`src/sv/bba_pkg.sv`:
```
// Shared constants, types and helpers of the bitmap block allocator.
package bba_pkg;

  localparam int unsigned MapBitsDefault = 1024;
  localparam int unsigned ItemW          = 11;
  localparam int unsigned MapBytesW      = 8;
  localparam int unsigned WordBits       = 32;
  localparam int unsigned WordLsb        = $clog2(WordBits);
  localparam int unsigned LimitCap       = (2**MapBytesW - 1) * 8;
  localparam int unsigned MapBytesReset  = 128;
  localparam int unsigned ApbAddrW       = 3;
  localparam int unsigned ApbDataW       = 32;
  localparam int unsigned RegIdxLsb      = 2;

  localparam logic RegMapBytes = 1'b0;

  localparam logic KindAlloc   = 1'b0;
  localparam logic KindRelease = 1'b1;

  typedef enum logic [1:0] {
    StChanged  = 2'd0,
    StRange    = 2'd1,
    StNoChange = 2'd2
  } bba_status_e;

  function automatic logic [ItemW-1:0] bba_limit(input logic [MapBytesW-1:0] map_bytes,
                                                 input logic [ItemW-1:0] max_limit);
    logic [MapBytesW-1:0] bytes;
    logic [ItemW-1:0]     lim;
    bytes = (map_bytes == '0) ? MapBytesW'(1) : map_bytes;
    lim   = {bytes, 3'b000};
    return (lim > max_limit) ? max_limit : lim;
  endfunction

endpackage

```
`src/sv/bba_map_mem.sv`:
```
// Word-organized bitmap memory with per-word valid bits; unwritten words read as zero.
module bba_map_mem #(
  parameter int unsigned Depth = 64,
  parameter int unsigned AddrW = 6
) (
  input  logic                         clk_i,
  input  logic                         rst_ni,
  input  logic                         rd_en_i,
  input  logic [AddrW-1:0]             rd_addr_i,
  input  logic                         wr_en_i,
  input  logic [AddrW-1:0]             wr_addr_i,
  input  logic [bba_pkg::WordBits-1:0] wr_data_i,
  output logic [bba_pkg::WordBits-1:0] rd_data_o
);
  import bba_pkg::*;

  logic [WordBits-1:0] mem [Depth];
  logic [Depth-1:0]    vld_q;
  logic [WordBits-1:0] rd_data_q;
  logic                rd_vld_q;

  always_ff @(posedge clk_i) begin
    if (wr_en_i) begin
      mem[wr_addr_i] <= wr_data_i;
    end
    if (rd_en_i) begin
      rd_data_q <= mem[rd_addr_i];
    end
  end

  always_ff @(posedge clk_i or negedge rst_ni) begin
    if (!rst_ni) begin
      vld_q    <= '0;
      rd_vld_q <= 1'b0;
    end else begin
      if (wr_en_i) begin
        vld_q[wr_addr_i] <= 1'b1;
      end
      if (rd_en_i) begin
        rd_vld_q <= vld_q[rd_addr_i];
      end
    end
  end

  assign rd_data_o = rd_vld_q ? rd_data_q : '0;

endmodule

```
`src/sv/bitmap_block_allocator_core.sv`:
```
// Top level of the bitmap block allocator: first-fit search and free count over a bitmap memory.
//
//  channel | direction | handshake              | payload
//  --------+-----------+------------------------+-----------------------------------
//  in      | input     | in_valid_i / in_stall_o | kind_i, item_number_i
//  out     | output    | out_valid_o / out_stall_i | first_free_o, free_count_o, status_o
//  cfg     | input     | APB psel / penable      | paddr, pwdata, prdata
//
//  An item passes in order through bitmap word read, modify and write-back, summary search
//  with read of the first non-full word, and the in-word zero search.
//  The bitmap memory has one read port and one write port; in_stall_o stays high until the item is done.
//  A map_bytes write starts a recount that reads each memory word and then adds its free bits
//  while in_stall_o stays high. No clearing pass after reset: per-word valid bits.
//  A held result on the output stalls the next item at its final step only.
module bitmap_block_allocator_core #(
  parameter int unsigned MAP_BITS = bba_pkg::MapBitsDefault
) (
  input  logic                          clk_i,
  input  logic                          rst_ni,
  input  logic                          in_valid_i,
  output logic                          in_stall_o,
  input  logic                          kind_i,
  input  logic [bba_pkg::ItemW-1:0]     item_number_i,
  output logic                          out_valid_o,
  input  logic                          out_stall_i,
  output logic [bba_pkg::ItemW-1:0]     first_free_o,
  output logic [bba_pkg::ItemW-1:0]     free_count_o,
  output logic [1:0]                    status_o,
  input  logic                          psel,
  input  logic                          penable,
  input  logic                          pwrite,
  input  logic [bba_pkg::ApbAddrW-1:0]  paddr,
  input  logic [bba_pkg::ApbDataW-1:0]  pwdata,
  output logic [bba_pkg::ApbDataW-1:0]  prdata,
  output logic                          pready
);
  import bba_pkg::*;

  localparam int unsigned MaxLimit  = (MAP_BITS < LimitCap) ? MAP_BITS : LimitCap;
  localparam int unsigned NumWords  = (MaxLimit + WordBits - 1) / WordBits;
  localparam int unsigned AddrW     = (NumWords > 1) ? $clog2(NumWords) : 1;
  localparam int unsigned Depth     = 2**AddrW;
  localparam int unsigned ResetFree = (MaxLimit < MapBytesReset * 8) ? MaxLimit
                                                                     : MapBytesReset * 8;

  typedef enum logic [2:0] {
    S_IDLE,
    S_MOD,
    S_FIND,
    S_PICK,
    S_CNT,
    S_SUM
  } state_e;

  state_e                 state_q;
  logic [MapBytesW-1:0]   map_bytes_q;
  logic [ItemW-1:0]       lim;
  logic                   hit_q;
  logic                   kind_q;
  logic [ItemW-1:0]       idx_q;
  bba_status_e            status_q;
  logic [ItemW-1:0]       free_q;
  logic [NumWords-1:0]    full_q;
  logic [AddrW-1:0]       ff_word_q;
  logic                   ff_found_q;
  logic [AddrW-1:0]       cnt_q;
  logic [ItemW-1:0]       acc_q;
  logic                   out_valid_q;
  logic [ItemW-1:0]       first_free_q;
  logic [ItemW-1:0]       out_free_q;
  bba_status_e            out_status_q;

  logic                   in_acc;
  logic                   cfg_wr;
  logic [ItemW-1:0]       in_idx;
  logic                   rd_en;
  logic [AddrW-1:0]       rd_addr;
  logic                   wr_en;
  logic [WordBits-1:0]    wr_data;
  logic [WordBits-1:0]    rd_data;
  logic [AddrW-1:0]       idx_word;
  logic                   cur_used;
  logic                   sr_found;
  logic [AddrW-1:0]       sr_word;
  logic                   zr_found;
  logic [WordLsb-1:0]     zr_bit;
  logic [ItemW:0]         cand;
  logic [ItemW-1:0]       pick_free;
  logic [WordBits-1:0]    cnt_mask;
  logic [ItemW:0]         cnt_base;

  assign lim      = bba_limit(map_bytes_q, ItemW'(MaxLimit));
  assign in_acc   = in_valid_i && !in_stall_o;
  assign cfg_wr   = psel && penable && pwrite && pready;
  assign in_idx   = item_number_i - ItemW'(1);
  assign idx_word = AddrW'(idx_q[ItemW-1:WordLsb]);
  assign cur_used = rd_data[idx_q[WordLsb-1:0]];

  assign in_stall_o   = (state_q != S_IDLE);
  assign out_valid_o  = out_valid_q;
  assign first_free_o = first_free_q;
  assign free_count_o = out_free_q;
  assign status_o     = out_status_q;
  assign pready       = 1'b1;
  assign prdata       = (paddr[RegIdxLsb] == RegMapBytes) ? ApbDataW'(map_bytes_q) : '0;

  always_comb begin
    rd_en   = 1'b0;
    rd_addr = '0;
    case (state_q)
      S_IDLE: begin
        rd_en   = in_acc;
        rd_addr = AddrW'(in_idx[ItemW-1:WordLsb]);
      end
      S_FIND: begin
        rd_en   = 1'b1;
        rd_addr = sr_word;
      end
      S_CNT: begin
        rd_en   = 1'b1;
        rd_addr = cnt_q;
      end
      default: begin
        rd_en   = 1'b0;
        rd_addr = '0;
      end
    endcase
  end

  always_comb begin
    wr_en   = (state_q == S_MOD) && hit_q && (cur_used == (kind_q == KindRelease));
    wr_data = rd_data;
    wr_data[idx_q[WordLsb-1:0]] = (kind_q == KindAlloc);
  end

  always_comb begin
    sr_found = 1'b0;
    sr_word  = '0;
    for (int i = NumWords - 1; i >= 0; i--) begin
      if (!full_q[i] && ((i * WordBits) < int'(lim))) begin
        sr_found = 1'b1;
        sr_word  = AddrW'(i);
      end
    end
  end

  always_comb begin
    zr_found = 1'b0;
    zr_bit   = '0;
    for (int b = WordBits - 1; b >= 0; b--) begin
      if (!rd_data[b]) begin
        zr_found = 1'b1;
        zr_bit   = WordLsb'(b);
      end
    end
    cand      = (ItemW + 1)'({ff_word_q, zr_bit}) + (ItemW + 1)'(1);
    pick_free = (ff_found_q && zr_found && (cand <= {1'b0, lim})) ? ItemW'(cand) : '0;
  end

  always_comb begin
    cnt_base = (ItemW + 1)'({cnt_q, {WordLsb{1'b0}}});
    for (int b = 0; b < WordBits; b++) begin
      cnt_mask[b] = ((cnt_base + (ItemW + 1)'(b)) < {1'b0, lim});
    end
  end

  always_ff @(posedge clk_i or negedge rst_ni) begin
    if (!rst_ni) begin
      state_q      <= S_IDLE;
      map_bytes_q  <= MapBytesW'(MapBytesReset);
      hit_q        <= 1'b0;
      kind_q       <= KindAlloc;
      idx_q        <= '0;
      status_q     <= StNoChange;
      free_q       <= ItemW'(ResetFree);
      full_q       <= '0;
      ff_word_q    <= '0;
      ff_found_q   <= 1'b0;
      cnt_q        <= '0;
      acc_q        <= '0;
      out_valid_q  <= 1'b0;
      first_free_q <= '0;
      out_free_q   <= '0;
      out_status_q <= StNoChange;
    end else begin
      if (out_valid_q && !out_stall_i) begin
        out_valid_q <= 1'b0;
      end
      case (state_q)
        S_IDLE: begin
          if (in_acc) begin
            kind_q <= kind_i;
            idx_q  <= in_idx;
            hit_q  <= 1'b0;
            if (item_number_i == '0) begin
              status_q <= (kind_i == KindAlloc) ? StRange : StNoChange;
            end else if (item_number_i > lim) begin
              status_q <= StRange;
            end else begin
              hit_q <= 1'b1;
            end
            state_q <= S_MOD;
          end
        end
        S_MOD: begin
          if (hit_q) begin
            if (wr_en) begin
              status_q         <= StChanged;
              full_q[idx_word] <= (wr_data == '1);
              if (kind_q == KindAlloc) begin
                if (free_q != '0) begin
                  free_q <= free_q - ItemW'(1);
                end
              end else begin
                free_q <= free_q + ItemW'(1);
              end
            end else begin
              status_q <= StNoChange;
            end
          end
          state_q <= S_FIND;
        end
        S_FIND: begin
          ff_word_q  <= sr_word;
          ff_found_q <= sr_found;
          state_q    <= S_PICK;
        end
        S_PICK: begin
          if (!out_valid_q || !out_stall_i) begin
            out_valid_q  <= 1'b1;
            first_free_q <= pick_free;
            out_free_q   <= free_q;
            out_status_q <= status_q;
            state_q      <= S_IDLE;
          end else begin
            state_q <= S_FIND;
          end
        end
        S_CNT: begin
          state_q <= S_SUM;
        end
        S_SUM: begin
          if (cnt_q == AddrW'(NumWords - 1)) begin
            free_q  <= acc_q + ItemW'($countones(~rd_data & cnt_mask));
            state_q <= S_IDLE;
          end else begin
            acc_q   <= acc_q + ItemW'($countones(~rd_data & cnt_mask));
            cnt_q   <= cnt_q + AddrW'(1);
            state_q <= S_CNT;
          end
        end
        default: begin
          state_q <= S_IDLE;
        end
      endcase
      if (cfg_wr && (paddr[RegIdxLsb] == RegMapBytes)) begin
        map_bytes_q <= pwdata[MapBytesW-1:0];
        cnt_q       <= '0;
        acc_q       <= '0;
        state_q     <= S_CNT;
      end
    end
  end

  bba_map_mem #(
    .Depth (Depth),
    .AddrW (AddrW)
  ) u_map_mem (
    .clk_i     (clk_i),
    .rst_ni    (rst_ni),
    .rd_en_i   (rd_en),
    .rd_addr_i (rd_addr),
    .wr_en_i   (wr_en),
    .wr_addr_i (idx_word),
    .wr_data_i (wr_data),
    .rd_data_o (rd_data)
  );

endmodule

```
`config.mk`:
```
export PLATFORM = sky130hd
export DESIGN_NAME = bitmap_block_allocator_core
export DESIGN_NICKNAME = d
export VERILOG_FILES = /design/src/sv/bba_pkg.sv /design/src/sv/bba_map_mem.sv /design/src/sv/bitmap_block_allocator_core.sv
export SDC_FILE = /design/constraint.sdc
export NUM_CORES = 2
export LEC_CHECK = 0
export ABC_CLOCK_PERIOD_IN_PS = 11480
export BUFFER_PORTS_ARGS = -buffer_cell sky130_fd_sc_hd__buf_2
export CAP_MARGIN = 20
export CORE_MARGIN = 2
export CORE_UTILIZATION = 45
export CTS_CLUSTER_DIAMETER = 40
export DETAILED_ROUTE_END_ITERATION = 8
export PLACE_DENSITY = 0.63
export RECOVER_POWER = 50
export SLEW_MARGIN = 25
export SYNTH_ARGS = -nofsm -noshare
export SYNTH_HDL_FRONTEND = slang
export SYNTH_SLANG_ARGS = --single-unit
```
`constraint.sdc`:
```
create_clock -name clk_i -period 11.48 [get_ports clk_i]
set_input_delay 1.148 -clock clk_i [delete_from_list [all_inputs] [get_ports clk_i]]
set_output_delay 1.148 -clock clk_i [all_outputs]
set_load 0.02 [all_outputs]
```
After elaboration in Yosys (flattened, before gate mapping)
Memories as Yosys holds them, arrays and structs flattened. A register that Yosys moved wholly into a read port is not among the register bits.
Cells that the tools add are included.
- register bits: 148
- memory bits (writable): 1024
- input bits: 54
- logic and storage cells: 450
- memories kept: 1
- memories (memory ; words ; bits a word ; rd ports ; clocked after memory_dff ; wr ports ; line ; RTL):
    u_map_mem.mem ; 32 ; 32 ; 1 ; 1 ; 1 ; bba_map_mem.sv:17 ; logic [WordBits-1:0] mem [Depth];
- $add $sub $neg: 68
- $lt $le $gt $ge: 72
- equal/unequal tests: 16
- multiplexer cells: 176
- bitwise logic cells: 5
- reductions and logical operators: 94
- operators with widths (operator ; number):
    less-than comparator 11 bit ; 31
    2-to-1 mux 5 bit ; 67
    adder 10 x 5 -> 11 bit, second input constant ; 16
    less-than comparator 10 x 11 -> 1 bit, first input constant ; 16
    2-to-1 mux 11 bit ; 10
    adder 10 x 4 -> 11 bit, second input constant ; 8
    less-than comparator 9 x 11 -> 1 bit, first input constant ; 8
    2-to-1 mux 1 bit ; 75
    bitwise mux 32 bit ; 2
    adder 10 x 3 -> 11 bit, second input constant ; 4
    less-than comparator 8 x 11 -> 1 bit, first input constant ; 4
    logical AND 1 bit ; 43
    zero test 1 bit ; 35
    adder 1 x 1 -> 2 bit ; 16
    AND 32 bit ; 1
    == test 32 bit, second input constant ; 1
    2-to-1 mux 32 bit ; 1
    NOT 32 bit ; 1
    OR 32 bit ; 1
    adder 2 x 2 -> 3 bit ; 8
    adder 10 x 1 -> 11 bit, second input constant ; 2
    adder 10 x 2 -> 11 bit, second input constant ; 2
    less-than comparator 7 x 11 -> 1 bit, first input constant ; 2
    case mux 11 bit (2 select lines) ; 1
    47 further kinds ; 76

Depth between registers and ports, before layout
- depth after elaboration: 41
- mapped depth: 34

Hierarchy
Synthesis repeated with hierarchy kept, for this count alone.
- cells, all modules: 3026
- area total of the unflattened synthesis: 52361.5 µm²
- modules (own cells, without submodules) (module ; instances ; cells each ; area each (µm²)):
    bba_map_mem ; 1 ; 1672 ; 41411.0
    bitmap_block_allocator_core ; 1 ; 1354 ; 10950.5

Least setup slack after synthesis
OpenSTA, ideal clock, no wires.
- kind: flip-flop to flip-flop
- from: register map_bytes_q[7]
- to: register free_q[10]
- arrival: 8.253 ns
- path slack: 3.154 ns
- stages on the path, launching flop included: 35
- buffers on the path: 3
- cells stage by stage: dfstp_2 buf_6 buf_2 inv_1 clkbuf_1 nand2_1 ha_1 a21o_1 a21oi_1 nor2_1 a211o_1 o21ai_1 nor2_1 a21oi_1 fa_1 inv_1 fa_1 fa_1 fa_1 fa_1 fa_1 inv_1 fa_1 fa_1 a21o_1 a21oi_1 o21bai_1 a21oi_1 nor2b_1 o21ai_0 inv_1 nand3_1 xnor2_1 o22ai_1 a21oi_1
- longest elaborated chain between the ends: 14
- elaborated cells on any way between the ends: 71
- RTL lines (item ; line ; RTL):
    start, declared ; bitmap_block_allocator_core.sv:56 ; logic [MapBytesW-1:0] map_bytes_q;
    start signal, assigned ; bitmap_block_allocator_core.sv:170 ; map_bytes_q <= MapBytesW'(MapBytesReset);
    start signal, assigned ; bitmap_block_allocator_core.sv:257 ; map_bytes_q <= pwdata[MapBytesW-1:0];
    zero test 8 bit ; bba_pkg.sv:30 ; bytes = (map_bytes == '0) ? MapBytesW'(1) : map_bytes;
    2-to-1 mux 8 bit (*) ; bba_pkg.sv:30 ;
    > comparator 11 bit ; bba_pkg.sv:32 ; return (lim > max_limit) ? max_limit : lim;
    2-to-1 mux 11 bit (*) ; bba_pkg.sv:32 ;
    less-than comparator 10 x 11 -> 1 bit / less-than comparator 11 bit (equally long branches) ; bitmap_block_allocator_core.sv:163 ; cnt_mask[b] = ((cnt_base + (ItemW + 1)'(b)) < {1'b0, lim});
    AND 32 bit (*) ; bitmap_block_allocator_core.sv:244 ; free_q <= acc_q + ItemW'($countones(~rd_data & cnt_mask));
    adder 1 x 1 -> 2 bit (not written as such) ; bitmap_block_allocator_core.sv:244 ;
    adder 2 x 2 -> 3 bit (not written as such) ; bitmap_block_allocator_core.sv:244 ;
    adder 3 x 3 -> 4 bit (not written as such) ; bitmap_block_allocator_core.sv:244 ;
    adder 4 x 4 -> 5 bit (not written as such) ; bitmap_block_allocator_core.sv:244 ;
    adder 5 x 5 -> 6 bit (not written as such) (*) ; bitmap_block_allocator_core.sv:244 ;
    adder 11 x 6 -> 11 bit (*) ; bitmap_block_allocator_core.sv:244 ;
    2-to-1 mux 11 bit (*) ; bitmap_block_allocator_core.sv:243 ; if (cnt_q == AddrW'(NumWords - 1)) begin
    case mux 11 bit (2 select lines) (*) ; bitmap_block_allocator_core.sv:189 ; case (state_q)
    end signal, assigned ; bitmap_block_allocator_core.sv:212 ; free_q <= free_q - ItemW'(1);
    end signal, assigned ; bitmap_block_allocator_core.sv:215 ; free_q <= free_q + ItemW'(1);
    end signal, assigned ; bitmap_block_allocator_core.sv:244 ;
    end, declared ; bitmap_block_allocator_core.sv:62 ; logic [ItemW-1:0] free_q;
Mark *: on every way between the ends. The rest lies on a longest branch, timed or not. The select of a mux whose other input is x is not followed.
A chain may end at the register's enable or synchronous reset.

Worst setup path after layout
Ends and elaborated chain as after synthesis.

==> impl_metrics.csv <==
group,metric,value,unit
synth,synth_top_area_share,0.597,
clocking,cts_tree,"done",
place,pre_cts_ws,1.80,ns
power,p_total,20.3,mW
clocking,clkLatencyLatePin,0.76,ns
timing,maxSlewHeadroom,-2.20,
synth,synthCells,4241,
floorplan,initial_utilization,0.452,
worst_hold_path,hold_class,"reg2reg",
synth,netlist_top_cells_area,"edfxtp_1 (60%), nand2_1 (6.9%), dfrtp_1 (6.8%)",
outcome,violations,"max-capacitance violations, max-slew violations",
detailed_routing,vias,34400,
place,dp_cells,5673,
floorplan,dieHeight,348,microns
synth,avgSynthCellArea,12.5,sq um
synth,yosys_register_bits,1204,
synth,synthArstFlopShare,0.123,
power,leakagePower,21.6,nW
timing,holdWs,0.457,ns
timing,tns,0,ns
timing,drv_slew,527,
timing,postLayoutSetupSlackWorst,1.76,ns
place,hpwlAfterDp,75.4,mm
clocking,post-cts-setup-buffers,0,
timing,rsz0062_at_grt,"false",
worst_setup_path,endpoint_kind,"register",
detailed_routing,routed_wl,140,mm
place,gp_congestion,0.916,
floorplan,die_x,348,microns
floorplan,core_area,0.118,sq mm
clocking,cts_buffers,148,
layout,post-route-cell-area,0.0598,sq mm
clocking,hold_buffers,0,
floorplan,ios,113,
place,numPortBuffers,61,
clocking,cts.path.max_buffers,3,
grt,antenna_found_initial,4,
grt,grt_pass1_vias,32600,
layout,ff_latch_area,0.0354,sq mm
timing,period_share,0.847,
floorplan,dieArea,0.121,sq mm
layout,fin_util,0.509,
grt,grt_start_max_net_pins,179,
synth,synthTopCellsByCount,"edfxtp_1 (1,056), nand2_1 (973), nand3_1 (381)",
detailed_routing,ant_nets,0,
synth,yosysTopAreaCell,"edfxtp_1",
power,irDropWorstVdd,1.39,mV
synth,yosysSeqAreaShare,0.667,
layout,layout.cells.non_filler,5948,
detailed_routing,firstDrtPassIters,8,
floorplan,rows,126,
synth,post-synth-top-count-cell,"edfxtp_1",
grt,gr-usage-all-layers,0.230,
worst_setup_path,start_kind,"register",
clocking,cts_resized,0,
timing,fmax,0.103,GHz
worst_setup_path,cp_max_fo,37,
worst_setup_path,crit_top_cell,"fa_1",
clocking,cts.sinks,1204,
timing,hold_viol_final,0,
worst_setup_path,crit_type,"reg2reg",
power,p_per_area,339,mW/mm^2
timing,setup_viol,0,
detailed_routing,drt-wirelength-per-cell,23.5,microns
worst_setup_path,cp_slowest_cell,"dfstp_2",
synth,synth_edf_count,1056,
run,drv_cap,15,
timing,period_needed,9.72,ns
layout,fillCellCount,9985,
layout,multiInputGateArea,0.0164,sq mm
layout,area_growth,12.6,%
timing,worst_pin_slew,4.80,ns
worst_setup_path,cp.required,12.16,ns
worst_setup_path,cp_slowest_stage_delay,0.99,ns
detailed_routing,vias_per_cell,5.78,
synth,syn_area,0.0531,sq mm
grt,grt-ovfl-total,0,
timing,finalClockSkew,0.0276,ns
synth,synthFlopType,"edfxtp_1",
synth,ys_warn_count,0,
worst_setup_path,worstPathArrival,10.41,ns
clocking,cts.clk_slew.worst_paths,0.05,ns
outcome,outcome,"finished, violations left",
place,post_dp_cell_area,0.0552,sq mm
detailed_routing,drc_errors,0,
clocking,h-tree-depth,4,
layout,nNetsFinal,4420,
detailed_routing,first_iter_violations,3450,
grt,grt_pass1_wl,209,mm
layout,drive_gt1_frac,0.107,
synth,ys_types,87,
clocking,clockRootBuffer,"clkbuf_16",
## layout make-up
cell class / instances / area share
inverter: 65 / 0.00408
clock buffer: 173 / 0.0638
clock inverter: 99 / 0.0172
tap: 1536 / 0.0321
timing repair buffer: 158 / 0.0160
antenna: 3 / 0.000125
multi-input combinational: 2710 / 0.274
sequential: 1204 / 0.592
## worst max-delay path: cells and delay by family, from the launching register on
family,cells,cell delay (ns)
AOI/OAI and AO/OA,12,2.89
buffers and inverters,4,0.66
adders and majority gates,9,4.09
and+or+nand+nor,5,0.86
xor gates and xnor gates,1,0.13
DFF,1,0.99
## sequential cells by signal, summed over array words and instances (netlist names), 2 cells and up
register             flops
idx_q                   10
full_q                  32
state_q                  3
status_o                 2
status_q                 2
first_free_o            11
ff_word_q                5
u_map_mem.mem         1024
u_map_mem.vld_q         32
acc_q                   11
cnt_q                    5
map_bytes_q              8
free_count_o            11
u_map_mem.rd_data_q     32
free_q                  11
## logic make-up after synthesis
kind of cell             after synthesis  share of synthesized area
AO/OA/AOI/OAI                        468                     0.0635
XOR/XNOR                              37                    0.00610
adder cells (fa/ha/maj)               79                     0.0224
buffers and inverters                350                     0.0326
flip-flops                          1204                      0.667
multiplexers                         267                     0.0536
other                                  2                   0.000141
AND/OR/NAND/NOR                     1834                      0.155
## power breakdown
part,total [mW],switching (mW),internal [mW]
sequential,6.07,0.297,5.77
clock,4.53,1.87,2.66
combinational,9.69,5.90,3.80
total,20.3,8.06,12.2
## final timing paths
check	startpoint	slack (ns)	cells past startpoint	endpoint
max reg2reg	map_bytes_q[7]$_DFFE_PN1P_	1.76	31	free_q[10]$_DFFE_PN1P_
min in group asynchronous	rst_ni	2.10	1	full_q[26]$_DFFE_PN0P_
min	u_map_mem.vld_q[4]$_DFFE_PN0P_	0.46	2	u_map_mem.vld_q[4]$_DFFE_PN0P_
max	map_bytes_q[7]$_DFFE_PN1P_	1.76	31	free_q[10]$_DFFE_PN1P_
max in group asynchronous	rst_ni	4.31	2	kind_q$_DFFE_PN0P_
min reg2reg	u_map_mem.vld_q[4]$_DFFE_PN0P_	0.46	2	u_map_mem.vld_q[4]$_DFFE_PN0P_
## per-layer routing
layer,wire (microns),global-route usage
met4,5130,0.0908
met5,0,0
met1,60600,0.321
met2,64700,0.365
met3,9590,0.0306
## placed cells by master, fill, tap and decap left out, types with 16 or more instances in the layout
master	count
a21oi_1	72
a311oi_1	96
a31oi_1	18
a32o_1	32
and3_1	108
buf_2	35
buf_4	60
clkbuf_1	81
clkbuf_16	149
clkinv_2	21
conb_1	25
dfrtp_1	142
edfxtp_1	1056
fa_1	27
ha_1	52
inv_1	64
mux2i_1	229
mux2i_2	16
nand2_1	971
nand3_1	381
nor2_1	91
nor2_4	33
nor2b_1	20
nor3_1	90
o21ai_0	88
o31ai_1	27
or2_2	38
xnor2_1	27
Note: power is estimated with default switching activity, not from simulation.
